==> config.mk <==
export PLATFORM = sky130hd
export DESIGN_NAME = rc4_ram
export DESIGN_NICKNAME = d
export VERILOG_FILES = /design/src/hdl/rc4_ram.sv
export SDC_FILE = /design/constraint.sdc
export NUM_CORES = 2
export LEC_CHECK = 0
export BUFFER_PORTS_ARGS = -buffer_cell sky130_fd_sc_hd__buf_2
export CAP_MARGIN = 20
export CORE_ASPECT_RATIO = 1.75
export CORE_MARGIN = 2
export CORE_UTILIZATION = 32
export DETAILED_ROUTE_END_ITERATION = 8
export GPL_ROUTABILITY_DRIVEN = 0
export HOLD_SLACK_MARGIN = 0.1
export PLACE_DENSITY_LB_ADDON = 0.15
export SYNTH_ARGS = -nofsm -noshare
export SYNTH_HDL_FRONTEND = slang
export SYNTH_SLANG_ARGS = --single-unit
==> constraint.sdc <==
create_clock -name i_clk -period 7.3 [get_ports i_clk]
set_input_delay 1.46 -clock i_clk [delete_from_list [all_inputs] [get_ports i_clk]]
set_output_delay 1.46 -clock i_clk [all_outputs]
set_load 0.02 [all_outputs]
==> src/hdl/rc4_ram.sv <==
// generic simple dual-port ram: one write port, one registered read port
// no dependencies
`timescale 1ns / 1ps
`default_nettype none

module rc4_ram #(
    parameter int WIDTH = 8,
    parameter int DEPTH = 256,
    localparam int AW   = (DEPTH > 1) ? $clog2(DEPTH) : 1
) (
    input  wire logic             i_clk,
    input  wire logic             i_we,
    input  wire logic [AW-1:0]    i_waddr,
    input  wire logic [WIDTH-1:0] i_wdata,
    input  wire logic [AW-1:0]    i_raddr,
    output logic      [WIDTH-1:0] o_rdata
);

    logic [WIDTH-1:0] r_mem [DEPTH];

    always_ff @(posedge i_clk) begin
        if (i_we) begin
            r_mem[i_waddr] <= i_wdata;
        end
        o_rdata <= r_mem[i_raddr];
    end

endmodule

`default_nettype wire

-- Yosys cells after proc, flatten, opt, wreduce, memory -nomap -nowiden
Memories as Yosys holds them, arrays and structs flattened. A register that Yosys moved wholly into a read port is not among the register bits.
Cells that the tools add are included.
- bits in read-only memories: 0
- output and inout bits: 8
- memories: 1
- word-level logic and storage cells: 3
- register bits after elaboration: 0
- bits in latches: 0
- memory bits (writable): 2048
- memories (memory ; words ; bits a word ; rd ports ; clocked after Yosys merged registers in ; write ports ; RTL line ; text):
    r_mem ; 256 ; 8 ; 1 ; 1 ; 1 ; 19 ; logic [WIDTH-1:0] r_mem [DEPTH];
- shift operators: 0
- mux-type cells: 2
- magnitude comparators: 0
- divide/modulo/power cells: 0
- multiply operators: 0
- bitwise logic cells: 0
- add/sub/neg operators: 0
- reduce and logical (&&, ||, !) cells: 0
- equality and inequality tests: 0
- operators by type and width (kind ; count):
    1-bit 2-to-1 mux ; 2

-- Longest topological paths before layout
- depth after elaboration: 2
- mapped depth: 11

-- Least setup slack after synthesis
OpenSTA, ideal clock, no wires.
- path type: input to register
- start point: in i_raddr[0]
- end point: reg o_rdata[2] (read register of r_mem)
- data arrival time: 3.267 ns
- required time: 7.169 ns
- path slack: 3.902 ns
- setup time: 0.131 ns
- stages: 9
- path buffers: 4
- cell sequence: buf_6 -> buf_12 -> buf_8 -> buf_2 -> mux4_2 -> a22oi_1 -> a21oi_1 -> nor4_1 -> nor4_2
- RTL lines (element ; RTL line ; text):
    start: declaration ; 15 ; input wire logic [AW-1:0] i_raddr,
    end: declaration ; 16 ; output logic [WIDTH-1:0] o_rdata

==> run summary <==
status -> complete, no violations
RSZ-0062 raised after global routing -> false
Worst EP required -> 7.99 ns
Routed Antenna Nets -> 0
synth top area cells -> edfxtp_1 77%, mux4_2 13%, mux2i_1 1.7%
Yosys warning total -> 0
CP Cell Sequence -> buf_8 > buf_12 > buf_12 > mux4_2 > mux4_2 > nor2_1 > a2111oi_2 > nor3_1 > nor4_1
H-tree levels -> 4
Syn Nets -> 3,759
Synth Flop Type -> edfxtp_1
top-area cell type share of the netlist area -> 0.773
post-synthesis cell area -> 0.0796 mm^2
Distinct cells, synth -> 55
worst path arrival time -> 5.21 ns
Inserted Clock Buffers -> 193
multiplexer share of the synthesized area -> 0.146
R2R depth -> 6
WHS -> 1.02 ns
max cap viols -> 0
Pleak -> 27.0 nW
setup total negative slack -> 0 ns
Vias -> 37.7k
per-cell routed wire length -> 32.2 um
max_slew headroom -> 0.123
Core Area -> 0.248 mm^2
number of synthesized register bits -> 2,056
Syn-to-layout area delta -> 12.8%
Max clock buf depth -> 4
simple-gate portion of the synthesized area -> 0.0263
worst hold path class -> input port to flop
drt via density -> 5.18
compound-gate portion of the synthesized area -> 0.0342
post-synthesis xor/xnor area fraction -> 0
CP bufs+invs -> 3
CP Launch Type -> input port
boundary pin count -> 34
Tmin final -> 4.52 ns
Worst-path clk slew -> 0.07 ns
IO buf count -> 33
GRT Resource Usage Total -> 0.183
Synth Instances -> 3,733
ratio of cells with drive above 1 in the final layout -> 0.223
total die area -> 0.253 mm^2
first-pass GRT wire length -> 327,000 um
worst-margin pin slew -> 1.31 ns
initial antenna violation count -> 15
HPWL Detailed -> 147,000 um
CTS Sinks -> 2,056
critical path's slowest cell -> nor3_1
top-count cell post-synth -> edfxtp_1
hold_buf cts -> 0
drt pass-1 iters -> 6
Post-synth ARST share -> 0
critical path class -> input port to flop
final setup vio count -> 0
fin crit share -> 0.619
Post-synth EDFFs -> 2,048
largest net degree at the start of global routing -> 165
final hold vios -> 0
Synth top cells by count -> 2,048 x edfxtp_1, 454 x mux4_2, 282 x nor2_1
Nets -> 3,856
Die Ht -> 664 um
Initial Util -> 0.321
vias in the first global route -> 40.3k
row cnt -> 242
Stages on worst setup path -> 9
Resized Gates After CTS -> 0
Worst Path Max Fanout -> 68
post-synthesis sequential area ratio -> 0.775
area share of fa/ha/maj cells after synthesis -> 0
DRC Markers -> 0
CP startpoint -> i_raddr[0]
setup bufs post-CTS -> 0
main combinational cell family by area after synthesis -> multiplexers
Reg2Reg Launch Point -> r_mem[211][5]
peak supply drop -> 0.199 mV
routed wire length -> 235,000 um
CP endpoint -> o_rdata[7]
Crit path largest cell delay -> 0.62 ns
Worst R2R End -> o_rdata[5]
Post-Syn Area per Cell -> 21.3 um^2
Max Slew Vio Count -> 0
Pwr per Cell Area -> 270 mW/mm^2
Worst Skew -> 0.0430 ns
maximum clock rate -> 221 MHz
overflow left after global routing -> 0
Root Driver -> clkbuf_16
nature of the critical path endpoint -> flop
delay-heaviest family, CP -> buffers and inverters
R2R Setup Slk -> 4.36 ns
worst skew pair latency -> 0.86 ns
Synth area leader -> edfxtp_1
initial DRC count -> 3,259
# fillers -> 23.1k
Die W -> 381 um
TritonCTS clock tree -> built
[state kept, by name, indices dropped and copies added (netlist names)]
register	count
r_mem	2048
o_rdata	8
[placed cells by master (no fill, tap or decap), types with 21 or more instances in the layout]
master     netlist  routed
buf_12           8      22
nor2b_1         31      28
clkinv_1         1      35
nor2_1         282     279
a21oi_1         96      96
nand2_1         33      33
o22ai_1         28      28
clkbuf_1       111      49
buf_2           31      22
mux2i_1        134     134
nor3_1          22      21
edfxtp_1      2048    2048
mux4_2         454     454
o221ai_1        46      46
nand3_1         34      28
clkinv_2         0      28
clkbuf_16        0     197
buf_4           27      78
a22oi_1        133     133
[per-layer routing]
layer	vias up	wire (um)	part of all wire	global-route usage
li1	15863	-	-	-
met3	322	8880	0.038	0.0234
met2	875	130000	0.55	0.348
met4	10	8800	0.037	0.0649
met5	-	58	0.00025	0
met1	20622	87000	0.37	0.208
[cell families after synthesis]
logic type | Yosys count
compound gates | 385
buf+inv | 235
flops | 2056
mux | 591
simple gates | 466
[per-stage QoR]
stage	util	cells	setup slack [ns]	power [mW]	instance area (um^2)
after floorplan	-	3733	3.90	13.9	79600
after global placement	0.337	6919	1.31	14.6	83600
after detailed placement	0.338	6928	1.73	14.6	83700
after CTS	0.362	7273	2.64	24.5	89700
after global routing	0.362	7277	2.60	24.9	89700
final	0.362	7280	2.78	24.3	89800
[where the power goes]
group / internal [mW] / switching [mW] / leakage (nW)
combinational: 0.396 / 0.856 / 5.57
sequential: 13.0 / 0.0294 / 18.5
clock: 5.54 / 4.43 / 2.94
total: 19.0 / 5.32 / 27.0
[worst min path at each step]
stage,from,endpoint,slack [ns],depth (start not counted)
final,i_wdata[7],r_mem[210][7],1.02,1
after global routing,i_wdata[7],r_mem[210][7],1.00,1
after CTS,i_wdata[7],r_mem[209][7],0.96,1
after detailed placement,r_mem[38][1],o_rdata[1],1.09,5
after global placement,r_mem[32][5],o_rdata[5],1.05,6
after floorplan,r_mem[40][3],o_rdata[3],0.77,6
[cell type report]
class | instances | area, um^2 | area share
flip-flops and latches | 2056 | 61700 | 0.687
clock inverters | 93 | 855 | 0.00952
diodes | 6 | 15.0 | 0.000167
repair buffers | 135 | 1320 | 0.0147
multi-input cells | 1442 | 16600 | 0.185
clock buffers | 252 | 5200 | 0.0579
inverters | 2 | 7.51 | 0.0000836
well taps | 3294 | 4120 | 0.0459
(Power assumes the default switching activity.)
