<file path="src/hdl/rc4_pkg.sv">
// shared types and constants for the rc4 stream cipher
// no dependencies; imported by rc4_sbox and rc4_stream_cipher
`timescale 1ns / 1ps
`default_nettype none

package rc4_pkg;

    localparam int BYTE_W    = 8;
    localparam int SBOX_SIZE = 256;
    localparam int SB_AW     = 8;

    typedef logic [BYTE_W-1:0] t_byte;

    // command codes carried in tuser
    localparam logic CMD_KEY  = 1'b0;
    localparam logic CMD_DATA = 1'b1;

    // one s-box request: an optional write, one read, optional clear
    typedef struct packed {
        logic             clr;
        logic             we;
        logic [SB_AW-1:0] waddr;
        t_byte            wdata;
        logic [SB_AW-1:0] raddr;
    } t_sbox_req;

endpackage

`default_nettype wire

</file>
<file path="src/hdl/rc4_ram.sv">
// generic simple dual-port ram: one write port, one registered read port
// no dependencies
`timescale 1ns / 1ps
`default_nettype none

module rc4_ram #(
    parameter int WIDTH = 8,
    parameter int DEPTH = 256,
    localparam int AW   = (DEPTH > 1) ? $clog2(DEPTH) : 1
) (
    input  wire logic             i_clk,
    input  wire logic             i_we,
    input  wire logic [AW-1:0]    i_waddr,
    input  wire logic [WIDTH-1:0] i_wdata,
    input  wire logic [AW-1:0]    i_raddr,
    output logic      [WIDTH-1:0] o_rdata
);

    logic [WIDTH-1:0] r_mem [DEPTH];

    always_ff @(posedge i_clk) begin
        if (i_we) begin
            r_mem[i_waddr] <= i_wdata;
        end
        o_rdata <= r_mem[i_raddr];
    end

endmodule

`default_nettype wire

</file>
<file path="src/hdl/rc4_sbox.sv">
// rc4 s-box: 256-byte ram plus one valid bit per entry
// an entry never written since reset or clear reads as its own index
// depends on rc4_pkg and rc4_ram
`timescale 1ns / 1ps
`default_nettype none

module rc4_sbox (
    input  wire logic             i_clk,
    input  wire logic             i_rst_n,
    input  wire rc4_pkg::t_sbox_req i_req,
    output rc4_pkg::t_byte        o_rdata
);
    import rc4_pkg::*;

    logic [SBOX_SIZE-1:0] r_valid;
    logic [SB_AW-1:0]     r_rd_addr;
    logic                 r_rd_valid;
    t_byte                ram_q;

    rc4_ram #(
        .WIDTH (BYTE_W),
        .DEPTH (SBOX_SIZE)
    ) u_ram (
        .i_clk   (i_clk),
        .i_we    (i_req.we),
        .i_waddr (i_req.waddr),
        .i_wdata (i_req.wdata),
        .i_raddr (i_req.raddr),
        .o_rdata (ram_q)
    );

    always_ff @(posedge i_clk) begin
        if (!i_rst_n) begin
            r_valid <= '0;
        end else if (i_req.clr) begin
            r_valid <= '0;
        end else if (i_req.we) begin
            r_valid[i_req.waddr] <= 1'b1;
        end
        r_rd_addr  <= i_req.raddr;
        r_rd_valid <= r_valid[i_req.raddr];
    end

    // identity permutation stands in for unwritten entries
    assign o_rdata = r_rd_valid ? ram_q : t_byte'(r_rd_addr);

endmodule

`default_nettype wire

</file>
<file path="config.mk">
export PLATFORM = sky130hd
export DESIGN_NAME = rc4_sbox
export DESIGN_NICKNAME = d
export VERILOG_FILES = /design/src/hdl/rc4_pkg.sv /design/src/hdl/rc4_ram.sv /design/src/hdl/rc4_sbox.sv
export SDC_FILE = /design/constraint.sdc
export NUM_CORES = 2
export LEC_CHECK = 0
export BUFFER_PORTS_ARGS = -buffer_cell sky130_fd_sc_hd__buf_2
export CAP_MARGIN = 20
export CORE_MARGIN = 2
export CORE_UTILIZATION = 55
export DETAILED_ROUTE_END_ITERATION = 8
export PLACE_DENSITY_LB_ADDON = 0.12
export SETUP_SLACK_MARGIN = 0.4
export SYNTH_ARGS = -nofsm -noshare
export SYNTH_HDL_FRONTEND = slang
export SYNTH_SLANG_ARGS = --single-unit
</file>
<file path="constraint.sdc">
create_clock -name i_clk -period 3.9 [get_ports i_clk]
set_input_delay 0.78 -clock i_clk [delete_from_list [all_inputs] [get_ports i_clk]]
set_output_delay 0.78 -clock i_clk [all_outputs]
set_load 0.01 [all_outputs]
</file>
# == After elaboration in Yosys (flattened, before gate mapping) ==
# Memory sizes are Yosys's and may differ from the RTL's. A register that Yosys moved wholly into a read port is not among the register bits.
# Cells that the tools add are included.
# word_totals
ramBits,2048
mem_count,1
inputBits,28
regBits,265
# op_classes
reduce_logical,2
n_bitwise,2
magnitude_cmp,3
muxes,7
# memory_table
memory,words,width,read_ports,rd_ports_with_merged_regs,wr,line,text
u_ram.r_mem,256,8,1,1,1,rc4_ram.sv:19,logic [WIDTH-1:0] r_mem [DEPTH];
# ops
op,count
OR 256 bit,1
less-than comparator 8 x 9 -> 1 bit (second input constant),2
binary-select mux 1 bit (select 8 bit),1
demux 1 bit (select 8 bit),1
>= comparator 8 x 1 -> 1 bit (second input constant),1
two-way mux 8 bit,1
two-way mux 1 bit,4
OR reduction 2 bit,1
logical AND 1 bit,1
inverter 1 bit,1

# == Longest topological paths before layout ==
# logic_depth
word_depth,5
mapped_depth,12
depth_no_buf,7

# == Modules after synthesis ==
# From an unflattened synthesis, not the netlist that was laid out.
# hier_totals
cells_unflattened,4896
hier_area_um2,90111.4
# by_module_without_submodules
mod,seq_area_each_um2,instances,cells_each,area_each_um2
rc4_ram,61659.1,1,3733,79556.3
rc4_sbox,5305.1,1,1163,10555.1

# == Least setup slack after synthesis ==
# OpenSTA, ideal clock, no wires.
# synth_timing
path_kind,input to register
start,input port i_req[0] in the netlist's numbering
end,"register u_ram.o_rdata[1], read port of u_ram.r_mem"
t_required_ps,3771
path_buffers,4
t_arrival_ps,2541
slack_ps,1230
setup_time_ps,129
stages,9
cell_sequence,buf_6 > buf_12 > buf_12 > buf_6 > mux4_2 > a221oi_2 > o22ai_1 > nor3_2 > nor4_2
# synth_rtl
item,line,text
"start, declared",rc4_sbox.sv:10,"input wire rc4_pkg::t_sbox_req i_req,"
"end, declared",rc4_ram.sv:16,output logic [WIDTH-1:0] o_rdata

==> qor.csv <==
metric,value,unit
antenna_found_initial,12,
tightest_slew,1.143,ns
cpMaxStageDelayCell,nor4_1,
initial_core_util,55.24,%
drtAntennaViolNets,0,
cts_buffers,224,
hp-class,in2reg,
cpMostUsedCell,buf_4,
cp_top_family,buffers and inverters,
first_iter_violations,7164,
grt_pass1_vias,47480,
die_x,407.9,µm
holdBufCountCts,0,
postCtsResizedCells,0,
synth_fa_ha_area_share,0,%
fp.coreArea,162400,µm²
drive_gt1_share,25.18,%
critPathArrivalTime,4.03,ns
area_growth,14.43,%
dp_hpwl,157400,µm
ir_drop,0.4931,mV
fp.dieH,407.9,µm
overflow,0,
vias,49360,
fin_skew,0.04513,ns
synthesis.nets,4882,
fillers,11400,
critPathCaptureType,register,
synthXorXnorAreaFrac,0,%
routabilityCongestion,0.9203,
startpoint_type,input port,
num_rows,148,
synth_simple_gate_area_share,4.941,%
synth_compound_area_share,3.980,%
finalCritPeriodShare,84.50,%
critPathMaxFanout,25,
setup_viol,0,
cts_sinks,2321,
fmax,303.4,MHz
cp.buffers_inverters,4,
async_reset_ff_share,0,%
cts_tree,built,
clk_latency,0.87,ns
totalPowerFinal,0.05129,W
p_int,0.04031,W
routed_wl,242900,µm
post_cts_buffers,0,
synth.distinct_cells,67,
path_class,in2reg,
pwr-share-clk,41.8,%
required,4.63,ns
drt_pass1_iterations,6,
dieArea,166400,µm²
layout_min_cycle_time,3.295,ns
pwr-share-seq,52.9,%
slew_headroom,23.59,%
leakage,33.60,nW
drc,0,
muxShareOfSynthArea,14.27,%
nNetsFinal,5386,
synth-seq-area-share,74.64,%
grt_pass1_wl,346900,µm
ioPinCount,36,
path_clk_slew,0.06,ns
syn_inst,4854,
run_status,"finished, final reports clean",
wl_per_cell,31.40,µm
slew_viol_final,0,
ys_ff_latch,2321,
ys.flop_type,edfxtp_1,
cts_max_level,4,
switchingPower,0.01098,W
rsz0062_at_grt,no,
sw_frac_of_total,21.41,%
maxCapViolCount,0,
syn_area_per_cell,18.48,µm²
grt_use_total,29.22,%
hold_viol_final,0,
r2r_slack,1.13,ns
io_buffer_count,35,
powerDensity,499.6,nW/µm²
synth_top_family_by_area,multiplexers,
power_frac_comb,5.3,%
cts.path.max_buffers,3,
root_buffer,clkbuf_16,
synthesis.area,89710,µm²
synth_edf_count,2048,
design_area,102700,µm²
slowest_delay,0.86,ns
cp_cell_sequence,"buf_8, buf_4, buf_4, mux4_2, a221oi_1, a21oi_1, nor4_1, buf_4, nor4_2",
vias_per_cell,6.382,
ys_warn_count,0,
dpl_cell_area,95360,µm²
grt_max_degree,125,
==> registers in the layout, summed over array words and instances, names as in the netlist <==
register	flops
u_ram.o_rdata	8
u_ram.r_mem	2048
r_rd_addr	8
r_rd_valid	1
r_valid	256
==> worst register-to-register path, stage by stage, from the launching register on <==
cell	delay (ns)
edfxtp_1	0.37
mux4_2	0.50
a22oi_1	0.26
a21oi_1	0.28
nor4_1	0.95
buf_4	0.24
nor4_1	0.05
==> metal layers <==
| metal | global-route usage [%] | vias to the layer above | wire (µm) |
|---|---|---|---|
| li1 | - | 20500 | - |
| met1 | 44.18 | 25720 | 99440 |
| met2 | 42.95 | 2730 | 108900 |
| met3 | 6.762 | 403 | 27220 |
| met4 | 8.448 | 4 | 7277 |
| met5 | 0 | - | 21 |
==> cell usage after synthesis (all sizes together) (3+ instances only) <==
| library cell | number | area (µm²) |
|---|---|---|
| o21ai | 39 | 195.2 |
| mux2 | 21 | 236.5 |
| and2 | 3 | 18.77 |
| or2 | 6 | 37.54 |
| a311oi | 5 | 50.04 |
| o211ai | 4 | 30.03 |
| nor2b | 15 | 93.84 |
| nand2 | 70 | 270.3 |
| nor4 | 29 | 206.5 |
| o22ai | 61 | 381.6 |
| mux4 | 456 | 10370 |
| a211oi | 12 | 90.09 |
| a32oi | 6 | 52.55 |
| nand2b | 10 | 62.56 |
| buf | 159 | 1419 |
| edfxtp | 2048 | 61500 |
| inv | 6 | 22.52 |
| and3 | 11 | 68.82 |
| a21oi | 85 | 425.4 |
| nor3 | 68 | 370.4 |
| a31oi | 5 | 31.28 |
| o311ai | 3 | 26.28 |
| o22a | 3 | 26.28 |
| dfxtp | 273 | 5465 |
| clkbuf | 125 | 481.7 |
| o221ai | 51 | 446.7 |
| nand4 | 18 | 112.6 |
| mux2i | 219 | 2192 |
| nand3 | 46 | 230.2 |
| a22oi | 112 | 840.8 |
| o32ai | 5 | 43.79 |
| nor2 | 772 | 2900 |
| o21ba | 29 | 290.3 |
| a221oi | 32 | 292.8 |
| a2111oi | 7 | 73.82 |
| a22o | 22 | 192.7 |
==> final cells by class <==
type,count,area (µm²),area share (%)
antenna,4,10.01,0.009750
multi-input combinational,2241,20870,20.33
timing repair buffer,564,4776,4.652
inverter,6,22.52,0.02194
clock inverter,101,1011,0.9848
sequential,2321,66960,65.23
tap,2175,2721,2.651
clock buffer,323,6282,6.120
==> worst paths after layout <==
path | startpoint | to | cells past startpoint
hold / removal | i_req[6] | r_rd_addr[6] | 1
setup reg to reg | u_ram.r_mem[155][6] | u_ram.o_rdata[6] | 6
setup / recovery | i_req[1] | u_ram.o_rdata[5] | 9
hold reg to reg | r_valid[61] | r_valid[61] | 2
==> layout by cell type (no fill, tap or decap), drive strengths merged, types with 22 or more instances in the layout <==
master / instances
a22o: 22
clkinv: 69
nor3: 68
o221ai: 51
nor2: 772
a22oi: 112
nand2: 70
o21ai: 39
o21ba: 29
nor4: 29
clkbuf: 326
mux4: 456
a221oi: 32
nand3: 46
mux2i: 219
edfxtp: 2048
o22ai: 61
buf: 561
a21oi: 85
dfxtp: 273
==> stage by stage <==
stage	setup WS, ns	std cells	util, %	hold slack, ns	TNS, ns
2_1_floorplan	1.230	4854	-	0.4316	0
3_3_place_gp	-0.1920	7307	58.72	0.4427	-0.4533
3_5_place_dp	-0.2630	7307	58.72	0.4541	-0.4346
4_1_cts	0.6501	7731	63.21	0.1816	0
5_1_grt	0.5106	7731	63.21	0.1991	0
6_report	0.6045	7735	63.21	0.2470	0
==> power by group through the flow <==
| stage | clock network, W | registers [W] | logic, W |
|---|---|---|---|
| 2_1_floorplan | 0 | 0.0276 | 0.00139 |
| 3_3_place_gp | 0 | 0.0276 | 0.00269 |
| 3_5_place_dp | 0 | 0.0276 | 0.00271 |
| 4_1_cts | 0.0217 | 0.0271 | 0.00271 |
| 5_1_grt | 0.0226 | 0.0271 | 0.00285 |
| 6_report | 0.0214 | 0.0271 | 0.00274 |
==> kinds of logic (layout without fill, tap and decap cells) <==
group | after synthesis | after routing
DFF | 2321 | 2321
and+or+nand+nor | 1055 | 1055
muxes | 696 | 696
AOI/OAI and AO/OA | 490 | 490
buffers and inverters | 292 | 994
other | 0 | 4
Power figures use the tool's default switching activity.
